**config.mk**
```make
export PLATFORM = sky130hd
export DESIGN_NAME = ppc_fifo
export DESIGN_NICKNAME = d
export VERILOG_FILES = /design/src/design/ppc_fifo.sv
export SDC_FILE = /design/constraint.sdc
export NUM_CORES = 1
export LEC_CHECK = 0
export ABC_AREA = 1
export BUFFER_PORTS_ARGS = -buffer_cell sky130_fd_sc_hd__buf_2
export CAP_MARGIN = 20
export CORE_AREA = 3 3 48 50
export DETAILED_ROUTE_END_ITERATION = 10
export DIE_AREA = 0 0 51 53
export GPL_ROUTABILITY_DRIVEN = 0
export PLACE_DENSITY = 0.63
export SYNTH_ARGS = -nofsm -noshare
export SYNTH_HDL_FRONTEND = slang
export SYNTH_SLANG_ARGS = --single-unit
```
**constraint.sdc**
```tcl
create_clock -name clk -period 1.9 [get_ports clk]
set_input_delay 0.38 -clock clk [delete_from_list [all_inputs] [get_ports clk]]
set_output_delay 0.38 -clock clk [all_outputs]
set_load 0.005 [all_outputs]
```
**src/design/ppc_fifo.sv**
```systemverilog
// Small register queue with full and empty flags.
`timescale 1ns / 1ps
module ppc_fifo #(
  parameter int WIDTH = 8,
  parameter int DEPTH = 2
) (
  input  logic             clk,
  input  logic             rst_n,
  input  logic             push,
  input  logic [WIDTH-1:0] din,
  output logic             full,
  input  logic             pop,
  output logic [WIDTH-1:0] dout,
  output logic             empty
);

  localparam int PW = (DEPTH > 1) ? $clog2(DEPTH) : 1;
  localparam int NW = $clog2(DEPTH + 1);

  logic [WIDTH-1:0] mem [DEPTH];
  logic [PW-1:0]    wp_r;
  logic [PW-1:0]    rp_r;
  logic [NW-1:0]    cnt_r;
  logic             do_push;
  logic             do_pop;

  assign full    = (cnt_r == NW'(DEPTH));
  assign empty   = (cnt_r == '0);
  assign do_push = push && !full;
  assign do_pop  = pop && !empty;
  assign dout    = mem[rp_r];

  always_ff @(posedge clk) begin
    if (do_push) begin
      mem[wp_r] <= din;
    end
  end

  always_ff @(posedge clk) begin
    if (!rst_n) begin
      wp_r  <= '0;
      rp_r  <= '0;
      cnt_r <= '0;
    end else begin
      if (do_push) begin
        wp_r <= (wp_r == PW'(DEPTH - 1)) ? '0 : wp_r + PW'(1);
      end
      if (do_pop) begin
        rp_r <= (rp_r == PW'(DEPTH - 1)) ? '0 : rp_r + PW'(1);
      end
      if (do_push && !do_pop) begin
        cnt_r <= cnt_r + NW'(1);
      end else if (do_pop && !do_push) begin
        cnt_r <= cnt_r - NW'(1);
      end
    end
  end

endmodule

```
# Yosys cells after proc, flatten, opt, wreduce, memory -nomap -nowiden
# Memory sizes are Yosys's and may differ from the RTL's. A register that Yosys moved wholly into a read port is not among the register bits.
# Cells that the tools add are included.
# op_classes
n_eq_ne,1
shifts,0
bitwise_logic,0
n_mul,0
n_reduce_logical,10
div,0
magnitude_cmp,0
add_sub_neg,4
mux,8
# ops
op,n
$mux W1,6
$logic_and A1 B1 Y1,4
$logic_not A1 Y1,4
$mux W2,2
$add A1 B1 Y1 const B,2
$add A2 B1 Y2 const B,1
$eq A2 B2 Y1 const B,1
$logic_not A2 Y1,1
$reduce_bool A2 Y1,1
$sub A2 B1 Y2 const B,1
# totals
mem_bits_rw,16
word_cells,27
ff_bits,4
out_inout_bits,10
inputBits,12
romBits,0
mem_count,1
latch_bits,0
# mem_list
name,words,width,read_ports,rd_ports_with_merged_regs,write_ports,line,text
mem,2,8,1,1,1,20,logic [WIDTH-1:0] mem [DEPTH];

# Logic depth before layout (Yosys ltp)
# logic_depth
word_depth,7
depth_mapped,10
mapped_depth_nobuf,10

# Worst setup path before layout
# Ideal clock, no wire load.
# synth_path
path_kind,reg-to-reg
startpoint,register cnt_r[0]
endpoint,register cnt_r[1]
setup_ps,64
period_less_slack_ps,1294
required_time_ps,1836
stages_incl_launch_ff,10
n_path_buf,0
arrival_time_ps,1230
setup_slack_ps,606
path_cell_list,dfxtp_1 > nor2_1 > nor2_2 > inv_1 > ha_1 > inv_1 > nand3_1 > nand2_1 > inv_1 > nor2_1
# synth_via
elab_chain_cells,6
word_cells_on_any_way,15
classes_between,add/sub (2); eq/ne (1); mux (2); reduce/logical (10)
# synth_lines
item,line,text
from (decl),23,logic [NW-1:0] cnt_r;
from (signal assigned),52,cnt_r <= cnt_r + NW'(1);
from (signal assigned),54,cnt_r <= cnt_r - NW'(1);
$logic_not A2 Y1 *,28,assign empty = (cnt_r == '0);
net empty,14,output logic empty
$logic_not A1 Y1 *,30,assign do_pop = pop && !empty;
$logic_and A1 B1 Y1 *,30,
$logic_not A1 Y1,51,if (do_push && !do_pop) begin
$logic_and A1 B1 Y1,51,
$mux W2 or $reduce_bool A2 Y1 (tied branches),n/a,
# Mark *: on every way through the listed nets, which the timed path passes. The rest lies on a longest branch. The select of a mux whose other input is x is not followed.
# A chain may end at the register's enable or synchronous reset.

==> flow_metrics.env <==
export IMPL_synth_area_top_cells="edfxtp_1 (58%), dfxtp_1 (12%), mux2_2 (11%)"
export IMPL_layout_nets=103
export IMPL_grt_overflow=0
export IMPL_finalPower_mw=1.19
export IMPL_multi_input_area_um2=204
export IMPL_initial_core_util_pct=42.4
export IMPL_cp_start_kind="flip-flop"
export IMPL_async_reset_ff_share_pct=0
export IMPL_outcome="finished, final reports clean"
export IMPL_crit_required_ps=1520
export IMPL_placed_cells=112
export IMPL_drt_wirelength_per_cell_um=10.4
export IMPL_hp_class="in2reg"
export IMPL_hold_viol=0
export IMPL_first_pass_iters=4
export IMPL_vias=517
export IMPL_layout_drive_gt1_share_pct=41.6
export IMPL_ctsHoldBuffers=0
export IMPL_seq_area_frac_synth_pct=70.5
export IMPL_clock_sinks=21
export IMPL_cts_tree="done"
export IMPL_placementRows=16
export IMPL_grt_pass1_vias=474
export IMPL_die_h_um=53
export IMPL_leakage_nw=0.418
export IMPL_crit_fanout=8
export IMPL_clock_latency_ps=290
export IMPL_min_period_over_period_pct=89.4
export IMPL_synth_edf_count=16
export IMPL_arrival_ps=1320
export IMPL_synth_fa_ha_area_share_pct=1.52
export IMPL_irDropWorstVdd_uv=611
export IMPL_worst_setup_path_type="reg2out"
export IMPL_yosysUniqueCellTypes=15
export IMPL_ant_nets=0
export IMPL_relSlewSlack_pct=77.8
export IMPL_tightest_slew_ps=333
export IMPL_viasPerCell=4.46
export IMPL_drtIter0Drc=8
export IMPL_htreeDepth=1
export IMPL_power_density_nw_per_um2=1190
export IMPL_grt_setup_unrepaired="no"
export IMPL_tns_ps=0
export IMPL_fillers=189
export IMPL_syn_inst=63
export IMPL_yosys_top_cells_count="edfxtp_1 (16), nor2_1 (10), inv_1 (8), mux2_2 (8), nand2_1 (6)"
export IMPL_synth_xor_area_share_pct=0
export IMPL_synth_simple_area_share_pct=9.42
export IMPL_synth_compound_area_share_pct=2.89
export IMPL_seq_area_um2=581
export IMPL_muxShareOfSynthArea_pct=10.9
export IMPL_yosysWarnings=0
export IMPL_end_kind="output pin"
export IMPL_slew_violations=0
export IMPL_die_area_um2=2700
export IMPL_cts_clk_slew_worst_paths_ps=110
export IMPL_maxCapViolations=0
export IMPL_ios=22
export IMPL_yosysMostFrequentCell="edfxtp_1"
export IMPL_holdWs_ps=262
export IMPL_cts_resized=0
export IMPL_root_buffer="clkbuf_4"
export IMPL_area_delta_synth_final_pct=21.3
export IMPL_syn_cell_area_um2=823
export IMPL_synth_nets=76
export IMPL_core_area_um2=1940
export IMPL_antenna_found_initial=0
export IMPL_drc=0
export IMPL_grt_max_degree=12
export IMPL_synthFlopType="edfxtp_1"
export IMPL_fin_crit_ps=1700
export IMPL_yosys_area_top_type="edfxtp_1"
export IMPL_chipWidth_um=51
export IMPL_skew_ps=8.90
export IMPL_clockBufferDepth=2
export IMPL_synth_top_family_by_area="multiplexers"
export IMPL_wl_um=1210
export IMPL_grt_total_usage_pct=9.87
export IMPL_port_buffers=21
export IMPL_grt_pass1_wl_um=1860
export IMPL_avgSynthCellArea_um2=13.1
export IMPL_final_cells=116
export IMPL_synth_seq_cells=21
export IMPL_max_freq_ghz=0.589
export IMPL_post_dp_hpwl_um=924
export IMPL_diodes=0
export IMPL_synth_top_cell_area_share_pct=58.4
export IMPL_cts_setup_buffers=0
export IMPL_cts_made_buffers=3
export IMPL_setup_viol=0
[where the power goes]
| group | total (mW) | switching, mW | internal (mW) | leakage (nW) |
|---|---|---|---|---|
| sequential | 0.637 | 0.0514 | 0.586 | 0.191 |
| clock | 0.203 | 0.122 | 0.0816 | 0.0150 |
| combinational | 0.350 | 0.178 | 0.172 | 0.212 |
| total | 1.19 | 0.351 | 0.839 | 0.418 |
[sequential cells by signal, summed over array words and instances (netlist names), named ones only]
register  cells
wp_r          1
rp_r          1
cnt_r         2
mem          16
[cells by family after synthesis]
| kind of cell | Yosys count |
|---|---|
| buffers and inverters | 10 |
| muxes | 8 |
| DFF | 21 |
| AOI/OAI and AO/OA | 4 |
| and+or+nand+nor | 19 |
| adders and majority gates | 1 |
[critical path: stages, from the launching register on]
cell	delay, ps
dfxtp_1	530
mux2_2	380
buf_2	120
[worst paths after layout]
check	startpoint	to	slack, ps	depth (start not counted)
worst max-delay path	flip-flop	dout[0]	200	2
worst min-delay path	din[7]	mem[0][7]	260	1
worst max register to register	cnt_r[0]	cnt_r[1]	490	9
worst min register to register	wp_r	wp_r	510	2
[routing by layer]
layer	vias up	wire length [µm]	share of wire (%)	track usage, %
li1	266	-	-	-
met1	232	455	38	9.89
met2	17	636	53	17.2
met3	2	103	8.5	3.38
met4	0	9	0.75	6.73
met5	-	0	0	0
[layout make-up]
type / count / share of cell area [%]
Multi-Input combinational cell: 32 / 20.4
Sequential cell: 21 / 58.1
Inverter: 9 / 3.38
Tap cell: 27 / 3.38
Timing Repair Buffer: 23 / 12.0
Clock buffer: 4 / 2.63
[through the flow]
stage | util, % | setup slack [ps] | area, µm²
finish | 51.4 | 202 | 998
global route | 51.4 | 95.1 | 998
CTS | 51.4 | 158 | 998
detailed placement | 50.1 | 481 | 972
global placement | 50.1 | 494 | 972
floorplan | - | 606 | 823
[placed cells by master, fill, tap and decap left out, types with 2 or more instances in the layout]
cell,instances
clkbuf_4,3
nor2_1,10
buf_4,2
inv_1,8
dfxtp_1,5
o21ai_0,2
edfxtp_1,16
buf_2,21
nand2_1,6
mux2_2,8
Note: power is estimated with default switching activity, not from simulation.
