===== src/design/ppc_pkg.sv =====
// Shared types, constants and helpers for the polygon plane clipper.
`timescale 1ns / 1ps
package ppc_pkg;

  localparam int MAX_VERTICES_DEF = 16;
  localparam int FRAC_BITS_DEF    = 16;

  localparam int NCOMP    = 5;
  localparam int CW       = 32;
  localparam int MUL_W    = CW + 1;
  localparam int PROD_W   = 2 * MUL_W;
  localparam int T_BITS   = 30;
  localparam int QW       = T_BITS + 1;
  localparam int BL       = 31;
  localparam int DC_W     = $clog2(T_BITS + 1);
  localparam int LERP_W   = CW + 6;
  localparam int MID_DEPTH = 2;
  localparam int OUT_DEPTH = 4;

  localparam logic [1:0] REG_NX  = 2'd0;
  localparam logic [1:0] REG_NY  = 2'd1;
  localparam logic [1:0] REG_NZ  = 2'd2;
  localparam logic [1:0] REG_OFS = 2'd3;

  localparam logic [CW-1:0] NX_RST  = 32'h0000_0000;
  localparam logic [CW-1:0] NY_RST  = 32'h0000_0000;
  localparam logic [CW-1:0] NZ_RST  = 32'h0001_0000;
  localparam logic [CW-1:0] OFS_RST = 32'h0000_0000;

  localparam logic [2:0] C_X = 3'd0;
  localparam logic [2:0] C_Y = 3'd1;
  localparam logic [2:0] C_Z = 3'd2;
  localparam logic [2:0] C_U = 3'd3;
  localparam logic [2:0] C_V = 3'd4;

  typedef logic [NCOMP-1:0][CW-1:0] ppc_vtx_t;

  typedef struct packed {
    ppc_vtx_t vtx;
    logic     wr;
    logic     fin;
    logic     ovf;
  } ppc_job_t;

  typedef struct packed {
    ppc_vtx_t vtx;
    logic     empty;
    logic     ovf;
    logic     last;
  } ppc_res_t;

  typedef struct packed {
    logic          en;
    logic [1:0]    idx;
    logic [CW-1:0] data;
  } ppc_cfg_t;

  function automatic logic [CW-1:0] sat32(input logic signed [LERP_W-1:0] v);
    logic signed [LERP_W-1:0] smax;
    logic signed [LERP_W-1:0] smin;
    logic [CW-1:0] r;
    smax = signed'({{(LERP_W-CW){1'b0}}, 32'h7fff_ffff});
    smin = signed'({{(LERP_W-CW){1'b1}}, 32'h8000_0000});
    if (v > smax) begin
      r = 32'h7fff_ffff;
    end else if (v < smin) begin
      r = 32'h8000_0000;
    end else begin
      r = v[CW-1:0];
    end
    return r;
  endfunction

endpackage


===== src/design/ppc_front.sv =====
// Vertex intake: counts vertices, flags drops past capacity and queues jobs.
`timescale 1ns / 1ps
module ppc_front import ppc_pkg::*; #(
  parameter int MAX_VERTICES = MAX_VERTICES_DEF
) (
  input  logic     clk,
  input  logic     rst_n,
  input  logic     push,
  output logic     full,
  input  ppc_vtx_t vtx,
  input  logic     final_vertex,
  output logic     q_push,
  output ppc_job_t q_job,
  input  logic     q_full
);

  localparam int CNT_W = $clog2(MAX_VERTICES + 1);

  logic [CNT_W-1:0] cnt_r;
  logic             drop_r;
  logic             wr;

  assign full   = q_full;
  assign q_push = push && !q_full;
  assign wr     = (cnt_r != CNT_W'(MAX_VERTICES));

  always_comb begin
    q_job.vtx = vtx;
    q_job.wr  = wr;
    q_job.fin = final_vertex;
    q_job.ovf = drop_r || !wr;
  end

  always_ff @(posedge clk) begin
    if (!rst_n) begin
      cnt_r  <= '0;
      drop_r <= 1'b0;
    end else if (q_push) begin
      if (final_vertex) begin
        cnt_r  <= '0;
        drop_r <= 1'b0;
      end else begin
        cnt_r  <= cnt_r + CNT_W'(wr);
        drop_r <= drop_r || !wr;
      end
    end
  end

endmodule


===== config.mk =====
export PLATFORM = sky130hd
export DESIGN_NAME = ppc_front
export DESIGN_NICKNAME = d
export VERILOG_FILES = /design/src/design/ppc_pkg.sv /design/src/design/ppc_front.sv
export SDC_FILE = /design/constraint.sdc
export NUM_CORES = 1
export LEC_CHECK = 0
export ABC_AREA = 1
export BUFFER_PORTS_ARGS = -buffer_cell sky130_fd_sc_hd__buf_4
export CAP_MARGIN = 40
export CORE_AREA = 5 5 126 128
export DETAILED_ROUTE_END_ITERATION = 10
export DIE_AREA = 0 0 131 133
export PLACE_DENSITY = 0.49
export SLEW_MARGIN = 20
export SYNTH_ARGS = -nofsm -noshare
export SYNTH_HDL_FRONTEND = slang
export SYNTH_SLANG_ARGS = --single-unit

===== constraint.sdc =====
create_clock -name clk -period 1.17 [get_ports clk]
set_input_delay 0.2925 -clock clk [delete_from_list [all_inputs] [get_ports clk]]
set_output_delay 0.2925 -clock clk [all_outputs]
set_load 0.03 [all_outputs]

# After elaboration in Yosys (flattened, before gate mapping)
# Index checks and enable logic that the tools add are counted.
# classes
add_sub_neg,1
n_mul,0
n_div,0
n_lt_le_gt_ge,0
n_eq_ne,1
shifts,0
muxes,2
bitwise_logic,0
reduce_logical,4
# ops
cell,count
adder 5 x 1 -> 5 bit,1
two-way mux 5 bit,1
!= test 5 bit (second input constant),1
zero test 1 bit,2
logical AND 1 bit,1
logical OR 1 bit,1
two-way mux 1 bit,1
# totals
register_bits,6
latch_bits,0
mem_bits_rw,0
mem_bits_ro,0
out_inout_bits,165
elab_cells,10
n_memories,0

# Logic depth before layout (Yosys ltp)
# depth
word_depth,4
ltp_mapped,9
mapped_depth_nobuf,9

# Worst setup path before layout
# Ideal clock, no wire load.
# synth_path
path_kind,register -> register
from,register cnt_r[0]
to,register cnt_r[3]
arrival_ns,1.109
t_required_ns,1.057
slack_ns,-0.052
path_stages_with_launch,10
path_buffers,0
period_less_slack_ns,1.222
path_cell_list,dfxtp_1 > inv_1 > ha_1 > nand3_2 > ha_1 > nand3_1 > nor2_2 > nand2_1 > nand2_1 > nor2_1
# synth_via
elab_chain_len,3
# synth_lines
item,line,rtl
"start, declared",ppc_front.sv:19,logic [CNT_W-1:0] cnt_r;
"start signal, assigned",ppc_front.sv:43,cnt_r <= cnt_r + CNT_W'(wr);
!= test 5 bit,ppc_front.sv:25,assign wr = (cnt_r != CNT_W'(MAX_VERTICES));
via wr,ppc_front.sv:21,logic wr;
adder 5 x 1 -> 5 bit,ppc_front.sv:43,
two-way mux 5 bit,ppc_front.sv:39,if (final_vertex) begin
# The timed path passes the listed nets, and every way through them passes these cells.
# A chain may end at the register's enable or synchronous reset.

==> impl_metrics.tcl <==
set metrics [dict create \
    status "finished with violations" \
    violations "negative setup slack" \
    grt_max_degree 6 \
    dieWidth_um 131 \
    instances_no_fill 253 \
    drt-total-wl_mm 3.31 \
    hold_path.class "primary input to register" \
    ioPinCount 330 \
    coreArea_um2 14800 \
    hold_viol 0 \
    grt-ovfl-total 0 \
    clock-root-buffer "clkbuf_16" \
    synthCells 208 \
    crit_path_start_kind "register" \
    area_growth_pct -47.1 \
    finalMaxSlewViolations 0 \
    antennaDiodeCount 0 \
    yosysMostFrequentCell "buf_4" \
    start_util_pct 10.5 \
    crit_type "register to output port" \
    clk_latency_ns 0.23 \
    clock-skew-final_ns 0.000253 \
    yosysTopAreaCellShare_pct 79.1 \
    die_y_um 133 \
    synth_edf_count 0 \
    vias_per_cell 2.19 \
    dp_hpwl_mm 2.90 \
    rsz0062_at_grt "yes" \
    drt_first_pass_iters 3 \
    antenna_left 0 \
    drc 0 \
    h-tree-depth 1 \
    worst_slew_margin_rel_pct 86.2 \
    cts_hold_buf 0 \
    globalplace.congestion 0.617 \
    min_period_over_period_pct 112 \
    synth.largest_area_cell "buf_4" \
    setup_viol 4 \
    die_area_um2 17400 \
    antenna_found_initial 0 \
    ys_types 12 \
    worst-slew-pin-transition_ns 0.206 \
    leakagePower_nw 0.279 \
    pre_cts_ws_ns -0.0124 \
    irDropWorstVdd_mv 0.285 \
    synth_area_leaders "buf_4 79%, dfxtp_1 7.8%, ha_1 2.4%, nand2_1 2.4%, nor2_1 1.9%" \
    seq_area_frac_synth_pct 7.77 \
    fmax_mhz 760 \
    grt_pass1_wl_mm 4.19 \
    cp_max_fo 3 \
    cap_violations 0 \
    cpPeakStageDelay_ns 0.31 \
    grt_pass1_vias 555 \
    final_net_count 235 \
    num_rows 45 \
    cts_buffers 3 \
    drive_above_1_share_pct 53.8 \
    ys.warnings.count 0 \
    io_buffers 9 \
    synth_common_cells "163 x buf_4, 10 x nand2_1, 8 x nor2_1, 6 x dfxtp_1, 6 x inv_1" \
    placed_cells 247 \
    period_needed_ns 1.32 \
    fin_setup_tns_ns -0.453 \
    syn_area_um2 1550 \
    wl_per_cell_um 13.1 \
    hold_slack_ns 0.432 \
    dr_total_vias 554 \
    path_clk_slew_ns 0.03 \
    async_reset_ff_share_pct 0 \
    p_per_area_nw_per_um2 1070 \
    endpoint_kind "output port" \
    synth_seq_cells 6 \
    synth_nets 376 \
    drtIter0Drc 13 \
    grt_usage_pct 3.49 \
    synthFlopType "dfxtp_1" \
    syn_avg_cell_area_um2 7.44 \
    crit_required_ns 0.88 \
    cp_data_arrival_time_ns 1.02 \
    path_cells "inv_2, ha_4, nand3_4, nand2_4, buf_6" \
    layout_setup_ws_ns -0.145 \
    cts_buffer_depth 2 \
    crit_family "flip-flops" \
    cts.sink_count 6 \
    cp_slowest_cell "dfxtp_2" \
    cts_tree "built" \
    path_buf_inv 2 \
]
-- tightest hold or removal path, cell delays in order --
cell     delay (ns)
buf_4          0.08
nand2_1        0.13
nor2_1         0.12
-- routing by layer --
metal,track usage (%),up-vias,routed length (um)
met5,0,-,0
met4,5.37,0,487
met3,4.24,71,965
met2,5.28,99,1490
met1,0.990,207,370
li1,-,177,-
-- cell families (layout without fill, tap and decap cells) --
logic type | after synthesis | count (layout) | share of synthesized area, %
simple gates | 27 | 27 | 8.01
flops | 6 | 6 | 7.77
fa+ha+maj | 3 | 3 | 2.43
compound gates | 2 | 2 | 0.647
xor+xnor | 1 | 1 | 0.566
buf+inv | 169 | 26 | 80.6
-- timing repair --
action | 4_1_cts | 5_1_grt
endpoints found under the setup margin | 4 | 6
endpoints found under the hold margin | 0 | 0
pin swaps | 3 | 1
setup buffers | 2 | 1
gates resized for setup | 3 | 2
-- layout by cell type (no fill, tap or decap), types with 2 or more instances in the layout --
master	n
nor2_2	3
inv_2	2
buf_4	16
nor2_1	8
nand3_2	2
ha_4	2
dfxtp_2	2
inv_1	4
nand2_1	10
clkbuf_16	3
dfxtp_1	4
-- cell type report --
cell class	count	area, um^2
Clock buffer	3	75.1
Tap cell	188	235
Sequential cell	6	123
Timing Repair Buffer	17	131
Fill cell	1754	13900
Multi-Input combinational cell	33	231
Inverter	6	22.5
-- power by group --
part	leakage (nW)	internal [mW]	switching [mW]
sequential	0.0494	0.212	0.00311
combinational	0.193	0.0486	0.0516
clock	0.0370	0.439	0.121
total	0.279	0.699	0.176
-- worst paths after layout --
check	from	to	slack, ns	cells after the start
max	cnt_r[0]$_SDFFE_PN0P_	q_job[0]	-0.15	5
min	rst_n	drop_r$_SDFFE_PN0P_	0.43	3
max reg2reg	cnt_r[0]$_SDFFE_PN0P_	cnt_r[3]$_SDFFE_PN0P_	-0.09	10
min reg2reg	cnt_r[4]$_SDFFE_PN0P_	cnt_r[4]$_SDFFE_PN0P_	0.54	2
-- per-stage QoR --
stage	total power, mW	utilization (%)	area [um^2]
after CTS	0.883	5.43	801
after global placement	0.306	4.77	703
after global routing	0.918	5.55	818
after floorplan	1.30	-	1590
after detailed placement	0.309	4.77	703
final	0.875	5.55	818
-- state kept, by name, indices dropped and copies added (netlist names) --
signal / count
cnt_r: 5
drop_r: 1
(Power assumes the default switching activity.)
